File: src/rtl/core/rmdd_pkg.sv
`default_nettype none

package rmdd_pkg;

    // Fixed-point formats
    localparam int RET_W   = 32;          // Q3.28 return
    localparam int FAC_W   = 33;          // Q4.28 factor 1 + r
    localparam int EQ_W    = 64;          // Q16.47 equity / peak
    localparam int DD_W    = 31;          // unsigned Q3.28 drawdown
    localparam int ACC_W   = 96;          // full equity * factor product
    localparam int REM_W   = 66;          // divider partial remainder
    localparam int STEP_W  = 5;
    localparam int DIV_STEPS = 31;        // 3 integer + 28 fraction bits

    localparam logic [EQ_W-1:0]  ONE_Q47     = 64'h0000_8000_0000_0000;
    localparam logic [FAC_W-1:0] ONE_Q28     = 33'h0_1000_0000;
    localparam logic [ACC_W-1:0] ROUND_HALF  = 96'h0_0800_0000;
    localparam logic [EQ_W-1:0]  EQ_MAX      = 64'h7FFF_FFFF_FFFF_FFFF;
    localparam logic [EQ_W-1:0]  EQ_MIN      = 64'h8000_0000_0000_0000;
    localparam logic [DD_W-1:0]  DD_MAX      = 31'h7FFF_FFFF;
    localparam logic [STEP_W-1:0] LAST_STEP  = STEP_W'(DIV_STEPS - 1);

    // Main sequencer
    typedef enum logic [2:0] {
        ST_IDLE,
        ST_MUL_LO,
        ST_MUL_HI,
        ST_ROUND,
        ST_PEAK,
        ST_DIFF,
        ST_DIV_WAIT,
        ST_UPDATE
    } state_t;

    // Divider sequencer
    typedef enum logic [1:0] {
        DV_IDLE,
        DV_SAT,
        DV_STEP
    } div_state_t;

    // Divider response toward the main sequencer
    typedef struct packed {
        logic            done;
        logic [DD_W-1:0] quotient;
    } div_rsp_t;

endpackage

`default_nettype wire

File: src/rtl/core/rmdd_in_if.sv
`default_nettype none

interface rmdd_in_if;
    logic        valid;
    logic        ready;
    logic [31:0] period_return;
    logic        series_start;

    modport source (output valid, output period_return, output series_start, input ready);
    modport sink   (input valid, input period_return, input series_start, output ready);
endinterface

`default_nettype wire

File: src/rtl/core/rmdd_out_if.sv
`default_nettype none

interface rmdd_out_if;
    logic        valid;
    logic        ready;
    logic [31:0] max_drawdown_neg;

    modport source (output valid, output max_drawdown_neg, input ready);
    modport sink   (input valid, input max_drawdown_neg, output ready);
endinterface

`default_nettype wire

File: src/rtl/core/rmdd_divider.sv
`default_nettype none

// Restoring divider: floor(diff * 2^28 / peak), saturated to 31 bits.
// One compare/subtract per cycle: one saturation check, then 31 quotient bits.
module rmdd_divider
(
    input  wire logic                          clk,
    input  wire logic                          rst_n,
    input  wire logic                          start,
    input  wire logic [rmdd_pkg::EQ_W-1:0]     diff,
    input  wire logic [rmdd_pkg::EQ_W-1:0]     peak,
    output rmdd_pkg::div_rsp_t                 rsp
);

    rmdd_pkg::div_state_t               state_reg, state_next;
    logic [rmdd_pkg::REM_W-1:0]         rem_reg, rem_next;
    logic [rmdd_pkg::EQ_W-1:0]          dvs_reg, dvs_next;
    logic [rmdd_pkg::DD_W-1:0]          quo_reg, quo_next;
    logic [rmdd_pkg::STEP_W-1:0]        cnt_reg, cnt_next;
    logic                               done_reg, done_next;

    logic [rmdd_pkg::REM_W:0]           opnd;
    logic [rmdd_pkg::REM_W+1:0]         sub;
    logic                               ge;
    logic [rmdd_pkg::REM_W-1:0]         rem_sub;

    // Shared compare/subtract: 8*peak for the saturation check, 4*peak per step
    always_comb
    begin
        if (state_reg == rmdd_pkg::DV_SAT)
            opnd = {dvs_reg, 3'b000};
        else
            opnd = {1'b0, dvs_reg, 2'b00};
        sub     = {2'b00, rem_reg} - {1'b0, opnd};
        ge      = ~sub[rmdd_pkg::REM_W+1];
        rem_sub = sub[rmdd_pkg::REM_W-1:0];
    end

    // Next state
    always_comb
    begin
        state_next = state_reg;
        case (state_reg)
            rmdd_pkg::DV_IDLE:
                if (start)
                    state_next = rmdd_pkg::DV_SAT;
            rmdd_pkg::DV_SAT:
                state_next = ge ? rmdd_pkg::DV_IDLE : rmdd_pkg::DV_STEP;
            rmdd_pkg::DV_STEP:
                if (cnt_reg == rmdd_pkg::LAST_STEP)
                    state_next = rmdd_pkg::DV_IDLE;
            default:
                state_next = rmdd_pkg::DV_IDLE;
        endcase
    end

    // Datapath
    always_comb
    begin
        rem_next  = rem_reg;
        dvs_next  = dvs_reg;
        quo_next  = quo_reg;
        cnt_next  = cnt_reg;
        done_next = 1'b0;
        case (state_reg)
            rmdd_pkg::DV_IDLE:
                if (start)
                begin
                    rem_next = {2'b00, diff};
                    dvs_next = peak;
                    quo_next = '0;
                    cnt_next = '0;
                end
            rmdd_pkg::DV_SAT:
                if (ge)
                begin
                    quo_next  = rmdd_pkg::DD_MAX;
                    done_next = 1'b1;
                end
            rmdd_pkg::DV_STEP:
            begin
                // remainder stays below 8*peak, so the shift never loses bits
                if (ge)
                    rem_next = {rem_sub[rmdd_pkg::REM_W-2:0], 1'b0};
                else
                    rem_next = {rem_reg[rmdd_pkg::REM_W-2:0], 1'b0};
                quo_next  = {quo_reg[rmdd_pkg::DD_W-2:0], ge};
                cnt_next  = cnt_reg + 1'b1;
                done_next = (cnt_reg == rmdd_pkg::LAST_STEP);
            end
            default:
                done_next = 1'b0;
        endcase
    end

    always_ff @(posedge clk or negedge rst_n)
    begin
        if (!rst_n)
        begin
            state_reg <= rmdd_pkg::DV_IDLE;
            cnt_reg   <= '0;
            done_reg  <= 1'b0;
        end
        else
        begin
            state_reg <= state_next;
            cnt_reg   <= cnt_next;
            done_reg  <= done_next;
        end
    end

    always_ff @(posedge clk)
    begin
        rem_reg <= rem_next;
        dvs_reg <= dvs_next;
        quo_reg <= quo_next;
    end

    assign rsp.done     = done_reg;
    assign rsp.quotient = quo_reg;

endmodule

`default_nettype wire

File: src/rtl/core/running_max_drawdown_unit.sv
`default_nettype none

// Channel   Dir  Payload                                   Handshake
// ret_in    in   period_return s32 Q3.28, series_start     valid/ready
// dd_out    out  max_drawdown_neg s32 Q3.28                valid/ready
//
// One transaction makes two passes through one shared
// 32x32 multiplier, rounding, peak and difference steps, then a restoring
// divider that resolves one quotient bit per cycle (31 bits) after a
// saturation check.
// Reset (rst_n, async, active low) sets equity and peak to 1.0 and the
// worst drawdown to zero. ret_in is ready only between transactions.
// A result waits in the output register; the next transaction may start
// meanwhile and holds before its update until the register is free.
module running_max_drawdown_unit
(
    input  wire logic   clk,
    input  wire logic   rst_n,
    rmdd_in_if.sink     ret_in,
    rmdd_out_if.source  dd_out
);

    rmdd_pkg::state_t                  state_reg, state_next;

    logic [rmdd_pkg::EQ_W-1:0]         equity_reg, equity_next;
    logic [rmdd_pkg::EQ_W-1:0]         peak_reg, peak_next;
    logic [rmdd_pkg::DD_W-1:0]         worst_reg, worst_next;
    logic [rmdd_pkg::EQ_W-1:0]         mag_eq_reg, mag_eq_next;
    logic [31:0]                       mag_fac_reg, mag_fac_next;
    logic                              neg_reg, neg_next;
    logic [rmdd_pkg::ACC_W-1:0]        acc_reg, acc_next;
    logic                              out_valid_reg, out_valid_next;
    logic [31:0]                       out_data_reg, out_data_next;

    logic                              accept;
    logic                              out_free;
    logic [rmdd_pkg::EQ_W-1:0]         eq_start;
    logic [rmdd_pkg::FAC_W-1:0]        factor;
    logic [rmdd_pkg::FAC_W-1:0]        factor_abs;
    logic [31:0]                       mul_a;
    logic [63:0]                       mul_p;
    logic                              sat_hi;
    logic [rmdd_pkg::EQ_W-1:0]         mag_round;
    logic [rmdd_pkg::EQ_W-1:0]         eq_rounded;
    logic [rmdd_pkg::DD_W-1:0]         worst_new;
    logic                              div_start;
    rmdd_pkg::div_rsp_t                div_rsp;

    assign accept   = ret_in.valid && ret_in.ready;
    assign out_free = !out_valid_reg || dd_out.ready;

    // Input decode: equity source, factor 1 + r and magnitudes
    always_comb
    begin
        eq_start   = ret_in.series_start ? rmdd_pkg::ONE_Q47 : equity_reg;
        factor     = {ret_in.period_return[31], ret_in.period_return} + rmdd_pkg::ONE_Q28;
        factor_abs = factor[rmdd_pkg::FAC_W-1] ? (~factor + 1'b1) : factor;
    end

    // Shared multiplier: low word of equity first, high word second
    assign mul_a = (state_reg == rmdd_pkg::ST_MUL_LO) ? mag_eq_reg[31:0] : mag_eq_reg[63:32];
    assign mul_p = 64'(mul_a) * 64'(mag_fac_reg);

    // Round to Q16.47 and saturate
    always_comb
    begin
        sat_hi    = |acc_reg[95:92];
        mag_round = acc_reg[91:28];
        if (neg_reg)
        begin
            if (sat_hi || mag_round[63])
                eq_rounded = rmdd_pkg::EQ_MIN;
            else
                eq_rounded = ~mag_round + 1'b1;
        end
        else
        begin
            if (sat_hi || mag_round[63])
                eq_rounded = rmdd_pkg::EQ_MAX;
            else
                eq_rounded = mag_round;
        end
    end

    assign worst_new = (div_rsp.quotient > worst_reg) ? div_rsp.quotient : worst_reg;
    assign div_start = (state_reg == rmdd_pkg::ST_DIFF);

    rmdd_divider u_div
    (
        .clk   (clk),
        .rst_n (rst_n),
        .start (div_start),
        .diff  (peak_reg - equity_reg),
        .peak  (peak_reg),
        .rsp   (div_rsp)
    );

    // Next state
    always_comb
    begin
        state_next = state_reg;
        case (state_reg)
            rmdd_pkg::ST_IDLE:     if (accept) state_next = rmdd_pkg::ST_MUL_LO;
            rmdd_pkg::ST_MUL_LO:   state_next = rmdd_pkg::ST_MUL_HI;
            rmdd_pkg::ST_MUL_HI:   state_next = rmdd_pkg::ST_ROUND;
            rmdd_pkg::ST_ROUND:    state_next = rmdd_pkg::ST_PEAK;
            rmdd_pkg::ST_PEAK:     state_next = rmdd_pkg::ST_DIFF;
            rmdd_pkg::ST_DIFF:     state_next = rmdd_pkg::ST_DIV_WAIT;
            rmdd_pkg::ST_DIV_WAIT: if (div_rsp.done) state_next = rmdd_pkg::ST_UPDATE;
            rmdd_pkg::ST_UPDATE:   if (out_free) state_next = rmdd_pkg::ST_IDLE;
            default:               state_next = rmdd_pkg::ST_IDLE;
        endcase
    end

    // Datapath and outputs
    always_comb
    begin
        equity_next    = equity_reg;
        peak_next      = peak_reg;
        worst_next     = worst_reg;
        mag_eq_next    = mag_eq_reg;
        mag_fac_next   = mag_fac_reg;
        neg_next       = neg_reg;
        acc_next       = acc_reg;
        out_data_next  = out_data_reg;
        out_valid_next = out_valid_reg && !dd_out.ready;
        case (state_reg)
            rmdd_pkg::ST_IDLE:
                if (accept)
                begin
                    if (ret_in.series_start)
                    begin
                        peak_next  = rmdd_pkg::ONE_Q47;
                        worst_next = '0;
                    end
                    mag_eq_next  = eq_start[63] ? (~eq_start + 1'b1) : eq_start;
                    mag_fac_next = factor_abs[31:0];
                    neg_next     = eq_start[63] ^ factor[rmdd_pkg::FAC_W-1];
                end
            rmdd_pkg::ST_MUL_LO:
                acc_next = {32'd0, mul_p} + rmdd_pkg::ROUND_HALF;
            rmdd_pkg::ST_MUL_HI:
                acc_next = {({32'd0, acc_reg[63:32]} + mul_p), acc_reg[31:0]};
            rmdd_pkg::ST_ROUND:
                equity_next = eq_rounded;
            rmdd_pkg::ST_PEAK:
                if ($signed(equity_reg) > $signed(peak_reg))
                    peak_next = equity_reg;
            rmdd_pkg::ST_UPDATE:
                if (out_free)
                begin
                    worst_next     = worst_new;
                    out_data_next  = 32'd0 - {1'b0, worst_new};
                    out_valid_next = 1'b1;
                end
            default:
                out_valid_next = out_valid_reg && !dd_out.ready;
        endcase
    end

    always_ff @(posedge clk or negedge rst_n)
    begin
        if (!rst_n)
        begin
            state_reg     <= rmdd_pkg::ST_IDLE;
            equity_reg    <= rmdd_pkg::ONE_Q47;
            peak_reg      <= rmdd_pkg::ONE_Q47;
            worst_reg     <= '0;
            out_valid_reg <= 1'b0;
        end
        else
        begin
            state_reg     <= state_next;
            equity_reg    <= equity_next;
            peak_reg      <= peak_next;
            worst_reg     <= worst_next;
            out_valid_reg <= out_valid_next;
        end
    end

    always_ff @(posedge clk)
    begin
        mag_eq_reg   <= mag_eq_next;
        mag_fac_reg  <= mag_fac_next;
        neg_reg      <= neg_next;
        acc_reg      <= acc_next;
        out_data_reg <= out_data_next;
    end

    assign ret_in.ready            = (state_reg == rmdd_pkg::ST_IDLE);
    assign dd_out.valid            = out_valid_reg;
    assign dd_out.max_drawdown_neg = out_data_reg;

    // Peak never drops below 1.0, so the divisor is never zero
    a_peak_floor: assert property (@(posedge clk) disable iff (!rst_n)
        !peak_reg[63] && (peak_reg >= rmdd_pkg::ONE_Q47))
        else $error("peak below 1.0");

    // Worst drawdown only grows, except on a series restart
    a_worst_mono: assert property (@(posedge clk) disable iff (!rst_n)
        !(accept && ret_in.series_start) |=> (worst_reg >= $past(worst_reg)))
        else $error("worst drawdown decreased");

    // Divider completes only while the sequencer waits for it
    a_div_done: assert property (@(posedge clk) disable iff (!rst_n)
        div_rsp.done |-> (state_reg == rmdd_pkg::ST_DIV_WAIT))
        else $error("divider result outside wait state");

    // Published result is never positive
    a_out_sign: assert property (@(posedge clk) disable iff (!rst_n)
        dd_out.valid |-> (out_data_reg[31] || (out_data_reg == 32'd0)))
        else $error("positive drawdown output");

endmodule

`default_nettype wire

File: src/flat_wrapper.sv
// flat-port wrapper written by rule: the top's interface ports become plain ports
module running_max_drawdown_unit_flat 
  (clk, rst_n, ret_in_valid, ret_in_period_return, ret_in_series_start, ret_in_ready, dd_out_valid, dd_out_max_drawdown_neg, dd_out_ready);
  rmdd_in_if ret_in_i ();
  rmdd_out_if dd_out_i ();
  input  wire logic clk;
  input  wire logic rst_n;
  input wire logic [$bits(ret_in_i.valid)-1:0] ret_in_valid;
  input wire logic [$bits(ret_in_i.period_return)-1:0] ret_in_period_return;
  input wire logic [$bits(ret_in_i.series_start)-1:0] ret_in_series_start;
  output wire logic [$bits(ret_in_i.ready)-1:0] ret_in_ready;
  output wire logic [$bits(dd_out_i.valid)-1:0] dd_out_valid;
  output wire logic [$bits(dd_out_i.max_drawdown_neg)-1:0] dd_out_max_drawdown_neg;
  input wire logic [$bits(dd_out_i.ready)-1:0] dd_out_ready;
  assign ret_in_i.valid = ret_in_valid;
  assign ret_in_i.period_return = ret_in_period_return;
  assign ret_in_i.series_start = ret_in_series_start;
  assign ret_in_ready = ret_in_i.ready;
  assign dd_out_valid = dd_out_i.valid;
  assign dd_out_max_drawdown_neg = dd_out_i.max_drawdown_neg;
  assign dd_out_i.ready = dd_out_ready;
  running_max_drawdown_unit u_core (.clk(clk), .rst_n(rst_n), .ret_in(ret_in_i), .dd_out(dd_out_i));
endmodule
File: config.mk
export PLATFORM = sky130hd
export DESIGN_NAME = running_max_drawdown_unit_flat
export DESIGN_NICKNAME = d
export VERILOG_FILES = /design/src/rtl/core/rmdd_pkg.sv /design/src/rtl/core/rmdd_in_if.sv /design/src/rtl/core/rmdd_out_if.sv /design/src/rtl/core/rmdd_divider.sv /design/src/rtl/core/running_max_drawdown_unit.sv /design/src/flat_wrapper.sv
export SDC_FILE = /design/constraint.sdc
export NUM_CORES = 2
export LEC_CHECK = 0
export BUFFER_PORTS_ARGS = -buffer_cell sky130_fd_sc_hd__buf_2
export CAP_MARGIN = 20
export CORE_MARGIN = 3
export CORE_UTILIZATION = 35
export DETAILED_ROUTE_END_ITERATION = 16
export SLEW_MARGIN = 15
export SYNTH_ARGS = -nofsm -noshare
export SYNTH_HDL_FRONTEND = slang
export SYNTH_HIERARCHICAL = 1
export SYNTH_SLANG_ARGS = --single-unit
File: constraint.sdc
create_clock -name clk -period 13.7 [get_ports clk]
set_input_delay 0.685 -clock clk [delete_from_list [all_inputs] [get_ports clk]]
set_output_delay 0.685 -clock clk [all_outputs]
set_load 0.02 [all_outputs]
== Word-level counts from Yosys, hierarchy flattened ==
Cells that the tools add are included.

* Bits of input ports: 37
* Logic and storage cells: 117
* Output and inout bits: 34
* Register bits after elaboration: 557

* Multiplexer cells: 38
* $add $sub $neg: 10
* $lt $le $gt $ge: 2
* Eq/ne operators: 18
* Multiply operators: 1
* Bitwise gates (word level): 6
* Reductions and logical operators: 24

{| class="wikitable"
|+ Operators by type and width
! kind !! number
|-
| $mux 64 || 7
|-
| $pmux 96 s2 || 1
|-
| $mux 31 || 6
|-
| $mux 66 || 2
|-
| $pmux 66 s2 || 1
|-
| $add 64x1->64 const B || 2
|-
| $not 64->64 || 2
|-
| $pmux 64 s2 || 1
|-
| $pmux 31 s3 || 1
|-
| $sub 66x67->68 || 1
|-
| $mux 67 || 1
|-
| $add 64x28->65 const B || 1
|-
| $add 32x64->64 || 1
|-
| $gt 64x64->1 || 1
|-
| $mul 32x32->64 || 1
|-
| $mux 32 || 2
|-
| $sub 64x64->64 || 1
|-
| $mux 63 || 1
|-
| $pmux 31 s2 || 1
|-
| $add 32x30->33 const B || 1
|-
| $add 32x1->32 const B || 1
|-
| $not 32->32 || 1
|-
| $sub 1x31->32 const A || 1
|-
| $gt 31x31->1 || 1
|-
| other kinds (30) || 60
|}

== Depth between registers and ports, before layout ==
* Depth after elaboration: 5
* Depth in mapped cells: 42
* Gate-level depth less buffers: 38

== By module ==
The synthesis kept the hierarchy.

{| class="wikitable"
|+ Modules (own cells, without submodules)
! module !! area an instance (um^2) !! instances !! sequential area each (um^2) !! cells each
|-
| running_max_drawdown_unit || 61406.4 || 1 || 9997.1 || 6942
|-
| rmdd_divider || 11669.9 || 1 || 5034.8 || 1220
|}

== Least setup slack after synthesis ==
OpenSTA, ideal clock, no wires.

* Path type: register to register
* Start point: register u_core.state_reg[1]
* End point: register u_core/acc_reg[93] (netlist name), data pin
* Clock period less this slack: 10507 ps
* Stages on the path, launching flop included: 38
* Path slack: 3193 ps
* Required time: 13434 ps
* Setup time: 266 ps
* Buffers on the path: 4
* Arrival: 10242 ps
* Path through: dfrtp_1 clkbuf_1 nand2b_1 nor2_1 clkbuf_1 mux2_2 clkbuf_1 and2_1 fa_1 inv_1 fa_1 fa_1 fa_1 inv_1 fa_1 inv_1 fa_1 inv_1 (+2 left out) ha_1 buf_4 nand4_1 or3_4 a2111oi_4 or3_1 a21oi_1 xnor2_1 ha_1 and4_1 nand3_1 a2111oi_0 o21bai_1 a211oi_1 nand4_1 nor4_1 xnor2_1 nor2_1

* Word-level cells in the longest chain between the ends: 5
* Elaborated cells between the ends (all ways): 6
* Those cells by class: 1 x add/sub; 1 x mul; 2 x eq/ne; 2 x mux

{| class="wikitable"
|+ Ends and longest elaborated chain
! element !! RTL line !! RTL
|-
| start, declared || running_max_drawdown_unit.sv:23 || <nowiki>rmdd_pkg::state_t state_reg, state_next;</nowiki>
|-
| start signal, assigned || running_max_drawdown_unit.sv:165 || <nowiki>state_reg <= rmdd_pkg::ST_IDLE;</nowiki>
|-
| start signal, assigned || running_max_drawdown_unit.sv:173 || <nowiki>state_reg <= state_next;</nowiki>
|-
| $eq 3x1->1 || running_max_drawdown_unit.sv:61, running_max_drawdown_unit.sv:127 ||
|-
| $mux 32 || running_max_drawdown_unit.sv:61 || <nowiki>assign mul_a = (state_reg == rmdd_pkg::ST_MUL_LO) ? mag_eq_reg[31:0] : mag_eq_reg[63:32];</nowiki>
|-
| $mul 32x32->64 || running_max_drawdown_unit.sv:62 || <nowiki>assign mul_p = 64'(mul_a) * 64'(mag_fac_reg);</nowiki>
|-
| $add 32x64->64 || running_max_drawdown_unit.sv:143 || <nowiki>acc_next = {({32'd0, acc_reg[63:32]} + mul_p), acc_reg[31:0]};</nowiki>
|-
| $pmux 96 s2 (*) || running_max_drawdown_unit.sv:127 || <nowiki>case (state_reg)</nowiki>
|-
| end signal, assigned || running_max_drawdown_unit.sv:186 || <nowiki>acc_reg <= acc_next;</nowiki>
|-
| end, declared || running_max_drawdown_unit.sv:31 || <nowiki>logic [rmdd_pkg::ACC_W-1:0] acc_reg, acc_next;</nowiki>
|}

Every way passes the cells marked *; elsewhere a longest branch is shown, timed or not. The select of a mux whose other input is x is not followed.
A chain may end at the register's enable or synchronous reset.

== Final worst setup path ==
* Start point: register u_core.state_reg[1]
* End point: register u_core/acc_reg[86] (netlist name), data pin

Same word-level chain as after synthesis.

==> impl_results.md <==
- FMAX: 80.87 MHz
- Reg2reg end: u_core/acc_reg[86]
- Setup TNS: 0 ns
- Nets: 9422
- Max Cap Violations: 0
- Pins over their slew limit: 0
- Post-CTS Resized: 0
- Worst-path fanout max: 22
- Worst-Skew Late Latency: 0.69 ns
- Area leader, netlist: fa_1
- Most frequent CP cell: fa_1
- Area of the mapped netlist: 73080 um^2
- DR vias/cell: 5.327
- Vias in the first global route: 59585
- Longest Clk Path Bufs: 3
- Ranking of synthesized cells by area: fa_1 25%, edfxtp_1 15%, ha_1 9.1%, dfrtp_1 5.8%, inv_1 5.6%
- Routed len/inst: 21.01 um
- Syn_area_per_cell: 8.953 um^2
- Complex-gate fraction of the synthesized area: 11.51%
- Cells after Synth: 8162
- CTS tree: built
- I/O pin count: 71
- Vias: 57536
- FP Rows: 167
- CP max stage cell: a211oi_2
- Unique cell type count in the Yosys netlist: 108
- CP Launch Type: flop
- Core Area: 207300 um^2
- Relative slew slack: 26.59%
- Initial antenna violation count: 10
- Reg2reg setup slack: 1.34 ns
- Critical Path End Type: flop
- Yosys Warn Count: 6
- Largest net degree at the start of global routing: 94
- Filler cell count: 21030
- Async set or reset register ratio after synthesis: 32.33%
- Post-synth EDFFs: 358
- Tcrit/Tclk final: 90.26%
- Worst Hold Class: input pin to async pin
- Most common cell in the netlist: inv_1
- Total gr overflow: 0
- Max reg flops: 68
- CP max stage delay: 0.80 ns
- GP Congestion: 0.9375
- Final setup viols: 0
- Largest family of logic cells by synthesized area: adder cells
- Simple-gate share of the synthesized area: 18.35%
- First-pass GRT wire length: 354600 um
- Share of the synthesized area in the top cell type: 24.63%
- Cts hold-fix bufs: 0
- Sequential cell area fraction in the yosys report: 20.57%
- Width of the die: 462.9 um
- Final min period: 12.36 ns
- Synthesis-stage register bit count: 529
- Share of cells above drive strength 1: 5.059%
- DRT iter0 DRCs: 4558
- Xor/xnor cell area share of the yosys netlist: 5.066%
- Initial core utilization: 35.26%
- ANT nets after route: 0
- Post-route DRC: 0
- Clock slew at reported path FFs: 0.06 ns
- Root Driver: clkbuf_16
- Worst slew pin tran: 1.097 ns
- Post-CTS setup buffer count: 0
- Skew final: 0.05285 ns
- Hold Vio Cnt, Final: 0
- Dominant synthesized flop cell: edfxtp_1
- H-tree depth: 3
- Routed wire length: 226900 um
- CP required: 14.08 ns
- Layout area overhead: 6.994%
- Status: completed
- Clock tree sinks: 529
- Adder-cell share of the synthesized area: 33.74%
- CTS Buf Count: 67
- Tot GR Track Use: 20.91%
- Worst r2r path cells: 32
- Die area: 214300 um^2
- Die Ht: 462.9 um
- Syn nets: 9630
- Post-DP HPWL: 178100 um
- Kind of critical path: flop to flop
- Mux cell area share after synthesis: 2.746%
- Most frequent cells after synthesis: 1094 x inv_1, 995 x nand2_1, 899 x fa_1, 622 x and2_1, 532 x ha_1
- Drt pass-1 iters: 7
- RSZ-0062 raised after global routing: no
- I/O Buffers: 70
- FF-to-FF Start: u_core/state_reg[1]
- WP data arrival: 12.74 ns
==> cell families after synthesis <==
group           Yosys count
compound gates         1342
xor+xnor                421
fa+ha+maj              1431
buf+inv                1525
flops                   529
mux                     195
simple gates           2719
==> cells in the final DEF, fill, tap and decap left out, drive strengths merged, types with 83 or more instances in the layout <==
cell / n
nand2: 995
a21o: 131
nor3: 94
xor2: 124
and2: 622
buf: 153
ha: 532
nand3: 108
nor2: 445
mux2i: 151
xnor2: 297
dfrtp: 169
a21oi: 409
o21ai: 368
inv: 1096
nand4: 92
edfxtp: 358
clkbuf: 83
fa: 899
==> metrics by stage <==
step                hold slack [ns]  cells  setup slack (ns)  cell area [um^2]  utilization (%)
finish                      0.02924  10800             1.335             78190            37.72
global route                0.04314  10795            0.8654             78180            37.71
CTS                        0.009525  10793             1.576             78140            37.70
detailed placement           0.4915  10672             1.640             75930            36.63
global placement             0.4988  10671             1.260             75910            36.62
floorplan                    0.3894   8162             3.193             73080                -
==> final cells by class <==
cell class	count	area, um^2	share of cell area [%]
clock buffer	82	1868	2.389
tap	2788	3488	4.462
inverter	1094	4106	5.252
clock inverter	39	351.6	0.4497
multi-input combinational	6108	52300	66.89
sequential	529	15030	19.23
timing repair buffer	154	1025	1.311
antenna	6	15.01	0.01920
==> how the worst max path moves through the flow <==
stage	startpoint	to	slack, ns	cells past startpoint
2_1_floorplan	u_core/state_reg[1]	u_core/acc_reg[93]	3.19	37
3_3_place_gp	u_core/state_reg[1]	u_core/acc_reg[94]	1.26	31
3_5_place_dp	u_core/state_reg[1]	u_core/acc_reg[86]	1.64	32
4_1_cts	u_core/state_reg[1]	u_core/acc_reg[86]	1.58	32
5_1_grt	u_core/state_reg[1]	u_core/acc_reg[90]	0.87	32
6_report	u_core/state_reg[1]	u_core/acc_reg[86]	1.34	32
==> metal layers <==
metal	part of all wire, %	vias to the layer above	global-route usage (%)
met4	4.0	6	8.180
met1	43	29024	28.00
met2	47	1803	34.77
li1	-	26319	-
met5	0.018	-	0
met3	5.2	384	2.137
==> critical path, delay by kind of cell (launching register included) <==
family	cells	cell delay (ns)
AO/OA/AOI/OAI	3	1.16
XOR/XNOR	2	0.63
adder cells (fa/ha/maj)	10	4.69
buffers and inverters	5	0.97
flip-flops	1	0.49
multiplexers	1	0.61
AND/OR/NAND/NOR	11	3.47
Power is left out: the tool's default activity adds up to more than one toggle a clock period on the data nets, which glitch-free logic cannot reach.
